==> config.mk <==
export PLATFORM = sky130hd
export DESIGN_NAME = keyed_alphabet_caesar_cipher
export DESIGN_NICKNAME = d
export VERILOG_FILES = /design/src/rtl/kacc_pkg.sv /design/src/rtl/kacc_ram.sv /design/src/rtl/keyed_alphabet_caesar_cipher.sv
export SDC_FILE = /design/constraint.sdc
export NUM_CORES = 1
export LEC_CHECK = 0
export BUFFER_PORTS_ARGS = -buffer_cell sky130_fd_sc_hd__buf_2
export CAP_MARGIN = 0
export CORE_MARGIN = 1.5
export CORE_UTILIZATION = 36
export DETAILED_ROUTE_END_ITERATION = 16
export GPL_TIMING_DRIVEN = 0
export RECOVER_POWER = 100
export SETUP_SLACK_MARGIN = 0.15
export SLEW_MARGIN = 20
export SYNTH_ARGS = -nofsm -noshare
export SYNTH_HDL_FRONTEND = slang
export SYNTH_SLANG_ARGS = --single-unit
==> constraint.sdc <==
create_clock -name aclk -period 3.5 [get_ports aclk]
set_input_delay 0.175 -clock aclk [delete_from_list [all_inputs] [get_ports aclk]]
set_output_delay 0.175 -clock aclk [all_outputs]
set_load 0.01 [all_outputs]
==> src/rtl/kacc_pkg.sv <==
// Shared types and constants for the keyed-alphabet Caesar cipher.
// No dependencies; imported by the top level and the port checker.
package kacc_pkg;

    // Field widths fixed by the item format.
    localparam int SYM_W = 21;
    localparam int IDX_W = 5;
    localparam int KEY_W = 5;

    // Request codes carried on req_type.
    localparam logic [1:0] REQ_LOAD    = 2'd0;
    localparam logic [1:0] REQ_KEYWORD = 2'd1;
    localparam logic [1:0] REQ_ENCRYPT = 2'd2;
    localparam logic [1:0] REQ_DECRYPT = 2'd3;

endpackage

==> src/rtl/kacc_ram.sv <==
// Generic single-port-write, single-port-read RAM with registered read data.
// No dependencies.
module kacc_ram #(
    parameter int WIDTH = 21,
    parameter int DEPTH = 31
) (
    input  logic                     clk,
    input  logic                     wr_en,
    input  logic [$clog2(DEPTH)-1:0] wr_addr,
    input  logic [WIDTH-1:0]         wr_data,
    input  logic                     rd_en,
    input  logic [$clog2(DEPTH)-1:0] rd_addr,
    output logic [WIDTH-1:0]         rd_data
);

    logic [WIDTH-1:0] mem [DEPTH];
    logic [WIDTH-1:0] rd_data_reg;

    // Write port and registered read port; read data holds while not enabled.
    always_ff @(posedge clk) begin
        if (wr_en) begin
            mem[wr_addr] <= wr_data;
        end
        if (rd_en) begin
            rd_data_reg <= mem[rd_addr];
        end
    end

    assign rd_data = rd_data_reg;

endmodule

==> src/rtl/keyed_alphabet_caesar_cipher.sv <==
// Top level of the keyed-alphabet Caesar cipher: sequencer around the table RAM.
// Depends on kacc_pkg and kacc_ram.
//
//   Channel | Direction | Ports                                        | Flow control
//   s_      | in        | s_req_type, s_entry_index, s_symbol          | s_valid / s_ready
//   m_      | out       | m_out_symbol, m_found                        | m_valid / m_ready
//   cfg_    | in        | cfg_wr_data (shift key)                      | cfg_wr_en, no wait
//
// A load beat is written straight from the idle state; lookup beats, and keyword beats below a
// full prefix, scan the table through the single table RAM read port, which walks one entry per
// cycle. Reset is synchronous and needs no clearing pass; table entries are undefined until
// loaded. The result register lets a new beat be taken while a result waits; a lookup that
// finishes while the result register is still full waits for m_ready.
module keyed_alphabet_caesar_cipher
    import kacc_pkg::*;
#(
    parameter int ALPHABET_SIZE = 31
) (
    input  logic             aclk,
    input  logic             aresetn,
    input  logic             cfg_wr_en,
    input  logic [KEY_W-1:0] cfg_wr_data,
    input  logic             s_valid,
    output logic             s_ready,
    input  logic [1:0]       s_req_type,
    input  logic [IDX_W-1:0] s_entry_index,
    input  logic [SYM_W-1:0] s_symbol,
    output logic             m_valid,
    input  logic             m_ready,
    output logic [SYM_W-1:0] m_out_symbol,
    output logic             m_found
);

    localparam int AW = $clog2(ALPHABET_SIZE);
    localparam int PW = $clog2(ALPHABET_SIZE + 1);
    localparam int SW = PW + 1;
    localparam int DW = PW + KEY_W;

    typedef enum logic [2:0] {
        ST_IDLE = 3'b001,
        ST_SCAN = 3'b010,
        ST_DONE = 3'b100
    } state_t;

    state_t           state_reg, state_next;
    logic [1:0]       req_reg, req_next;
    logic [SYM_W-1:0] sym_reg, sym_next;
    logic [SYM_W-1:0] carry_reg, carry_next;
    logic [AW-1:0]    pos_reg, pos_next;
    logic [PW-1:0]    count_reg, count_next;
    logic [AW-1:0]    key_reg;
    logic             found_reg, found_next;
    logic             m_valid_reg, m_valid_next;
    logic [SYM_W-1:0] m_out_symbol_reg, m_out_symbol_next;
    logic             m_found_reg, m_found_next;

    logic             ram_wr_en;
    logic [AW-1:0]    ram_wr_addr;
    logic [SYM_W-1:0] ram_wr_data;
    logic             ram_rd_en;
    logic [AW-1:0]    ram_rd_addr;
    logic [SYM_W-1:0] ram_rd_data;

    logic [DW-1:0]    key_rem;
    logic [AW-1:0]    key_reduced;
    logic [SW-1:0]    shift_sum;
    logic [AW-1:0]    target_pos;
    logic             hit;
    logic             last;
    logic             below_count;
    logic             accept;
    logic             slot_free;

    kacc_ram #(
        .WIDTH (SYM_W),
        .DEPTH (ALPHABET_SIZE)
    ) u_table (
        .clk     (aclk),
        .wr_en   (ram_wr_en),
        .wr_addr (ram_wr_addr),
        .wr_data (ram_wr_data),
        .rd_en   (ram_rd_en),
        .rd_addr (ram_rd_addr),
        .rd_data (ram_rd_data)
    );

    // Reduce the written key modulo the alphabet size by restoring subtraction.
    always_comb begin
        key_rem = DW'(cfg_wr_data);
        for (int i = KEY_W - 1; i >= 0; i--) begin
            if (key_rem >= (DW'(ALPHABET_SIZE) << i)) begin
                key_rem = key_rem - (DW'(ALPHABET_SIZE) << i);
            end
        end
        key_reduced = AW'(key_rem);
    end

    // Position of the result entry: the match position moved by the key, wrapped once.
    always_comb begin
        if (req_reg == REQ_ENCRYPT) begin
            shift_sum = SW'(pos_reg) + SW'(key_reg);
        end else begin
            shift_sum = SW'(pos_reg) + SW'(ALPHABET_SIZE) - SW'(key_reg);
        end
        if (shift_sum >= SW'(ALPHABET_SIZE)) begin
            target_pos = AW'(shift_sum - SW'(ALPHABET_SIZE));
        end else begin
            target_pos = AW'(shift_sum);
        end
    end

    assign hit         = (ram_rd_data == sym_reg);
    assign last        = (pos_reg == AW'(ALPHABET_SIZE - 1));
    assign below_count = (PW'(pos_reg) < count_reg);
    assign s_ready     = (state_reg == ST_IDLE);
    assign accept      = s_valid && s_ready;
    assign slot_free   = !m_valid_reg || m_ready;

    // Sequencer: one table entry is read per cycle; keyword beats rotate entries as they pass.
    always_comb begin
        state_next        = state_reg;
        req_next          = req_reg;
        sym_next          = sym_reg;
        carry_next        = carry_reg;
        pos_next          = pos_reg;
        count_next        = count_reg;
        found_next        = found_reg;
        m_valid_next      = m_valid_reg && !m_ready;
        m_out_symbol_next = m_out_symbol_reg;
        m_found_next      = m_found_reg;
        ram_wr_en         = 1'b0;
        ram_wr_addr       = pos_reg;
        ram_wr_data       = carry_reg;
        ram_rd_en         = 1'b0;
        ram_rd_addr       = '0;

        case (state_reg)
            ST_IDLE: begin
                if (accept) begin
                    req_next   = s_req_type;
                    sym_next   = s_symbol;
                    carry_next = s_symbol;
                    pos_next   = '0;
                    case (s_req_type)
                        REQ_LOAD: begin
                            ram_wr_en   = (int'(s_entry_index) < ALPHABET_SIZE);
                            ram_wr_addr = AW'(s_entry_index);
                            ram_wr_data = s_symbol;
                            count_next  = '0;
                        end
                        REQ_KEYWORD: begin
                            // A full keyword prefix ignores further letters.
                            if (count_reg < PW'(ALPHABET_SIZE)) begin
                                ram_rd_en  = 1'b1;
                                state_next = ST_SCAN;
                            end
                        end
                        default: begin
                            ram_rd_en  = 1'b1;
                            state_next = ST_SCAN;
                        end
                    endcase
                end
            end
            ST_SCAN: begin
                if (req_reg == REQ_KEYWORD) begin
                    if (below_count) begin
                        // Inside the keyword prefix: a match means a repeated letter.
                        if (hit) begin
                            state_next = ST_IDLE;
                        end else begin
                            ram_rd_en   = 1'b1;
                            ram_rd_addr = pos_reg + AW'(1);
                            pos_next    = pos_reg + AW'(1);
                        end
                    end else begin
                        // Shift the carried entry in and pick up the old one.
                        ram_wr_en   = 1'b1;
                        ram_wr_addr = pos_reg;
                        ram_wr_data = carry_reg;
                        carry_next  = ram_rd_data;
                        if (hit || last) begin
                            count_next = count_reg + PW'(1);
                            state_next = ST_IDLE;
                        end else begin
                            ram_rd_en   = 1'b1;
                            ram_rd_addr = pos_reg + AW'(1);
                            pos_next    = pos_reg + AW'(1);
                        end
                    end
                end else begin
                    if (hit) begin
                        // Fetch the shifted entry for the result.
                        ram_rd_en   = 1'b1;
                        ram_rd_addr = target_pos;
                        found_next  = 1'b1;
                        state_next  = ST_DONE;
                    end else if (last) begin
                        found_next = 1'b0;
                        state_next = ST_DONE;
                    end else begin
                        ram_rd_en   = 1'b1;
                        ram_rd_addr = pos_reg + AW'(1);
                        pos_next    = pos_reg + AW'(1);
                    end
                end
            end
            ST_DONE: begin
                // Hand the result to the output register once it is free.
                if (slot_free) begin
                    m_valid_next      = 1'b1;
                    m_out_symbol_next = found_reg ? ram_rd_data : sym_reg;
                    m_found_next      = found_reg;
                    state_next        = ST_IDLE;
                end
            end
            default: begin
                state_next = ST_IDLE;
            end
        endcase
    end

    // Control state with synchronous reset.
    always_ff @(posedge aclk) begin
        if (!aresetn) begin
            state_reg   <= ST_IDLE;
            count_reg   <= '0;
            key_reg     <= AW'(1);
            m_valid_reg <= 1'b0;
        end else begin
            state_reg   <= state_next;
            count_reg   <= count_next;
            m_valid_reg <= m_valid_next;
            if (cfg_wr_en) begin
                key_reg <= key_reduced;
            end
        end
    end

    // Payload registers.
    always_ff @(posedge aclk) begin
        req_reg          <= req_next;
        sym_reg          <= sym_next;
        carry_reg        <= carry_next;
        pos_reg          <= pos_next;
        found_reg        <= found_next;
        m_out_symbol_reg <= m_out_symbol_next;
        m_found_reg      <= m_found_next;
    end

    assign m_valid      = m_valid_reg;
    assign m_out_symbol = m_out_symbol_reg;
    assign m_found      = m_found_reg;

endmodule

==> results.cfg, run 1 <==
[sta]
slew_headroom = 0.349
rsz0062_at_grt = true
setup_viol = 58
holdWs_ns = 0.0364
fin_crit_sh = 1.27
fmaxAchievable_mhz = 226
finalMaxSlewViolations = 0
fin_ws_ns = -0.930
finClkSkew_ns = 0.0245
post-route-min-period_ns = 4.43
tightestPinTransition_ns = 0.975
hold_viol_final = 0

[critical_path]
r2r_start = pos_reg[0]
start_kind = flop
crit_fanout = 10
rr_worst_depth = 17
r2r_end = u_table.rd_data[10]
slowest_stage = fa_2
cpLargestDelayFamily = simple AND/OR/NAND/NOR gates
critPathKind = reg -> reg
worstPathRequired_ns = 3.93
r2r_slack_ns = -0.93
path_cells = ha_2 -> fa_2 -> nor2_2 -> a21oi_2 -> ha_2 -> inv_2 -> nor3_4 -> and3_4 -> a211oi_4 -> a211oi_4 -> buf_4 -> buf_4 -> buf_2 -> nand2_1 -> nand3_1 -> nand4_1 -> nor4_4
end_kind = flop
cp_num_buf_inv = 4
crit_arrival_ns = 4.86
crit_path_max_incr_delay_ns = 0.54

[synthesis]
syn_nets = 2231
postSynth.asyncResetShare = 0
synth_warnings = 0
ys_ff_latch = 758
synth_edf_count = 744
synth.avg_cell_area_um2 = 14.4
synthFlopType = edfxtp_1
ys_types = 69
synth_seq_area_share = 0.722
synth_area_mm2 = 0.0314
syn_inst = 2171

[power_and_ir_drop]
internal_power_mw = 15.2
p_leak_nw = 13.0
p_sw_mw = 4.41
swShare = 0.225
ir_drop_mv = 0.336
clkPwrFrac = 0.413
p_comb_frac = 0.064
power_density_mw_per_mm2 = 500
seq_power_share = 0.523

[min_path]
min_delay_path_depth = 2
hold_path.class = in -> reg
hp-start = cfg_wr_en
worstHoldEndpoint = key_reg[3]

[finish]
mostFrequentLayoutCells = 744 x edfxtp_1, 467 x nand2_1, 141 x nand3_1, 141 x mux2i_1, 92 x buf_4
largest_register_ffs = 651
n_antenna_cell = 0
syn_to_final_growth_pct = 25.3
fin_cells = 3731
drive_gt1_frac = 0.252
layout_commonest_cell = edfxtp_1
fin_nets = 2572
top_register = u_table.mem

[die]
core-area_mm2 = 0.0865
chipHeight_um = 298
std_cell_rows = 108
design.die.area_mm2 = 0.0889
initial_core_util = 0.363
fp.dieW_um = 298
ioPinCount = 62

[placement]
io_buffers = 59
dp_cells = 3399
gp_congestion = 0.905
dp_hpwl_um = 56300

[drt]
vias_per_cell = 5.37
finalWirelength_um = 91000
vias = 20000
firstDrtPassIters = 6
drtAntennaViolNets = 0
wl_per_cell_um = 24.4
initialDrtViolationCount = 2038
drt_drc_violations_left = 0

[global_routing]
grt_pass1_vias = 19700
grt_max_degree = 32
grt_overflow_total = 0
antenna_found_initial = 0
grt_pass1_wl_um = 130000
grt_use_total = 0.200

[cts]
root_buffer = clkbuf_16
cts_htree_levels = 3
cts_buffers = 79
cts.sinks = 758
insertion_delay_ns = 0.64
clockBufferDepth = 3
path_clk_slew_ns = 0.06
cts_tree = done

[job]
drv_cap = 0

[run_status]
violations = negative setup slack
outcome = complete, but fails checks
## stage by stage
stage,power (mW),util,worst slack [ns],TNS (ns),cell area [um2]
2_1_floorplan,10.9,-,-0.185,-3.83,31600
3_3_place_gp,11.3,0.385,-2.04,-582.14,33300
3_5_place_dp,11.4,0.391,-2.17,-63.54,33800
4_1_cts,19.7,0.448,-0.908,-17.75,38800
5_1_grt,20.1,0.454,-0.998,-108.95,39300
6_report,19.6,0.454,-0.930,-23.28,39300
## area by class of cell
cell class / count / area [um2]
multi-input cells: 1302 / 9450
clock buffers: 94 / 2080
repair buffers: 239 / 2150
well taps: 1155 / 1450
plain buffers: 111 / 1030
clock inverters: 51 / 420
flip-flops and latches: 758 / 22600
fillers: 7484 / 47200
inverters: 21 / 82.6
## cell families after synthesis
logic type	Yosys count	share of synthesized area
simple gates	862	0.127
flops	758	0.722
mux	227	0.0769
compound gates	138	0.0336
buf+inv	133	0.0230
xor+xnor	31	0.00866
fa+ha+maj	22	0.00926
## synthesized netlist by cell type, types with 4 or more instances
library cell  count  area (um2)
a221o_1          21         210
nor2_1           56         210
inv_1            21        78.8
a31oi_1           5        31.3
nor4_2           20         250
nor4_1            5        31.3
o211ai_1          4        30.0
mux2_2           82         923
nor3b_1           4        30.0
buf_4            14         105
ha_1             20         250
nand2_1         493        1850
nand4_1          50         313
o21a_1            4        30.0
and3_1            7        43.8
clkbuf_1         47         176
nand3b_1          4        30.0
dfxtp_1          14         280
o21ai_0          15        75.1
nor2b_1           8        50.1
nand2b_1          6        37.5
or3_1             6        37.5
edfxtp_1        744       22300
buf_2            36         180
nor3_1            9        45.0
buf_6            10         113
a211oi_1          5        37.5
a22o_1           20         175
a21oi_1          29         145
mux2i_1         142        1420
nand3_1         174         871
xnor2_1           9        78.8
xor2_1           22         193
and2_1            7        43.8
## layer usage
metal / vias to the layer above / share of wire / track usage
met3: 199 / 0.086 / 0.0358
li1: 8868 / - / -
met1: 9965 / 0.40 / 0.260
met2: 989 / 0.46 / 0.317
met4: 0 / 0.059 / 0.110
met5: - / 0 / 0
## power groups by stage
stage / sequential, mW / combinational [mW] / clock, mW
final: 10.3 / 1.26 / 8.12
after floorplan: 10.4 / 0.506 / 0
after global routing: 10.3 / 1.32 / 8.56
after CTS: 10.3 / 1.19 / 8.23
after detailed placement: 10.5 / 0.952 / 0
after global placement: 10.5 / 0.860 / 0
## worst max-delay path by stage
stage               start                   to  depth (start not counted)
2_1_floorplan  pos_reg[0]  u_table.rd_data[10]                         13
3_3_place_gp   pos_reg[1]   u_table.rd_data[6]                         15
3_5_place_dp   pos_reg[1]   u_table.rd_data[4]                         15
4_1_cts        pos_reg[0]  u_table.rd_data[10]                         14
5_1_grt        pos_reg[0]  u_table.rd_data[16]                         15
6_report       pos_reg[0]  u_table.rd_data[10]                         17
## timing repair
action                                   CTS  global route
resized for setup                        212           128
hold buffers                              36             0
endpoints found under the hold margin     52             0
buffers inserted                          95            29
cloned                                    24             4
pin swaps                                106            74
endpoints found under the setup margin  1021          1221
No activity file was read; power rests on OpenSTA's default activity.
==> run 2, diff against run 1 <==
--- a/config.mk
+++ b/config.mk
@@ -7,6 +7,7 @@
 export LEC_CHECK = 0
 export BUFFER_PORTS_ARGS = -buffer_cell sky130_fd_sc_hd__buf_2
 export CAP_MARGIN = 0
+export CORE_ASPECT_RATIO = 0.6
 export CORE_MARGIN = 1.5
 export CORE_UTILIZATION = 36
 export DETAILED_ROUTE_END_ITERATION = 16
==> run 2 against run 1 <==
Global-route usage fell by 0.58 points. Sequential cell count stayed put. The run still ends with negative setup slack left. Clock skew rose by 0.0029 ns. Largest cell class unchanged. Critical path type unchanged. Highest routed layer is now met5. Combinational power down 7%. Total power down 4.3%.
==> results.cfg, run 2 (synthesis gave the netlist of run 1 again) <==
[run_status]
outcome = complete, but fails checks
violations = negative setup slack

[sta]
slew_headroom = 0.311
fmaxAchievable_mhz = 217
hold_viol_final = 0
fin_ws_ns = -1.10
tightestPinTransition_ns = 1.03
fin_crit_sh = 1.32
setup_viol = 21
finClkSkew_ns = 0.0274
rsz0062_at_grt = true
holdWs_ns = 0.0379
finalMaxSlewViolations = 0
post-route-min-period_ns = 4.60

[critical_path]
crit_arrival_ns = 4.96
critPathKind = reg -> reg
worstPathRequired_ns = 3.86
path_cells = ha_2 -> fa_2 -> nor2b_4 -> o311a_4 -> a32o_2 -> or2_4 -> a2111o_1 -> o211a_4 -> buf_8 -> and4b_4 -> buf_6 -> nand3_2 -> nand4_1 -> nor4_4
crit_path_max_incr_delay_ns = 0.65
crit_fanout = 5
start_kind = flop
slowest_stage = nor4_4
end_kind = flop

[drt]
firstDrtPassIters = 5
drtAntennaViolNets = 0
wl_per_cell_um = 24.3
vias_per_cell = 5.44
drt_drc_violations_left = 0
initialDrtViolationCount = 2666
finalWirelength_um = 89400
vias = 20000

[cts]
cts_htree_levels = 3
clockBufferDepth = 3
cts_buffers = 67
path_clk_slew_ns = 0.07
root_buffer = clkbuf_16
insertion_delay_ns = 0.64
cts_tree = done
cts.sinks = 758

[placement]
dp_cells = 3404
gp_congestion = 0.876
io_buffers = 59
post-place-ws_ns = -2.44
dp_hpwl_um = 57800

[min_path]
hold_path.class = in -> reg

[die]
fp.dieW_um = 384
design.die.area_mm2 = 0.0889
chipHeight_um = 232
initial_core_util = 0.365
std_cell_rows = 83
ioPinCount = 62
core-area_mm2 = 0.0859

[global_routing]
antenna_found_initial = 2
grt_max_degree = 32
grt_pass1_vias = 19000
grt_pass1_wl_um = 126000
grt_overflow_total = 0
grt_use_total = 0.194

[finish]
syn_to_final_growth_pct = 25.8
layout_commonest_cell = edfxtp_1
n_antenna_cell = 0
mostFrequentLayoutCells = 744 x edfxtp_1, 464 x nand2_1, 139 x mux2i_1
fill_cells = 7243
fin_cells = 3680
drive_gt1_frac = 0.254
top_register = u_table.mem
fin_nets = 2549
largest_register_ffs = 651
utilization = 0.459

[power_and_ir_drop]
p_leak_nw = 12.9
power.total_mw = 18.8
ir_drop_mv = 0.373
power_density_mw_per_mm2 = 476

[job]
drv_cap = 0
-- run 2: routing by layer --
metal / GRT usage / routed length [um] / vias up
li1: - / - / 8783
met5: 0 / 9 / -
met1: 0.300 / 40800 / 10100
met3: 0.0639 / 10900 / 136
met2: 0.258 / 35900 / 987
met4: 0.0448 / 1840 / 2
-- run 2: per-stage QoR --
stage,setup TNS (ns),cell area [um2]
CTS,-17.61,38400
floorplan,-3.83,31600
global route,-20.52,39400
finish,-19.96,39400
global placement,-620.33,33300
detailed placement,-94.89,34100
-- run 2: area by class of cell --
type                    count  area [um2]  area share
well taps                1147        1440      0.0364
clock inverters            33         353     0.00895
plain buffers             110        1080      0.0273
repair buffers            241        2620      0.0663
inverters                  21        78.8     0.00200
multi-input cells        1290        9510       0.241
clock buffers              80        1750      0.0443
flip-flops and latches    758       22600       0.574
-- run 2: power breakdown --
part	internal (mW)	switching [mW]
Combinational	0.360	0.805
Clock	4.08	3.29
Sequential	10.2	0.0587
Total	14.6	4.16
-- run 2: timing repair --
| action | 4_1_cts | 5_1_grt |
|---|---|---|
| setup endpoints to repair | 1040 | 1005 |
| endpoints found under the hold margin | 52 | 0 |
| gates resized for setup | 210 | 140 |
| gates cloned | 16 | 5 |
| hold buffers | 36 | 0 |
| pin swaps | 92 | 69 |
| setup buffers | 62 | 46 |
-- run 2: path summary, 6_finish.rpt --
kind	startpoint	endpoint	slack, ns	depth (start not counted)
worst min register to register	count_reg[1]	count_reg[1]	0.56	2
worst max-delay path	pos_reg[0]	u_table.rd_data[2]	-1.10	14
worst max register to register	pos_reg[0]	u_table.rd_data[2]	-1.10	14
worst min-delay path	cfg_wr_data[4]	key_reg[4]	0.04	4
-- run 2: critical path: cells and delay by family, from the launching register on --
family                   cells  cell delay, ns
AND/OR/NAND/NOR              6            1.66
buffers and inverters        2            0.27
flip-flops                   1            0.52
adder cells (fa/ha/maj)      2            0.58
AO/OA/AOI/OAI                4            1.29
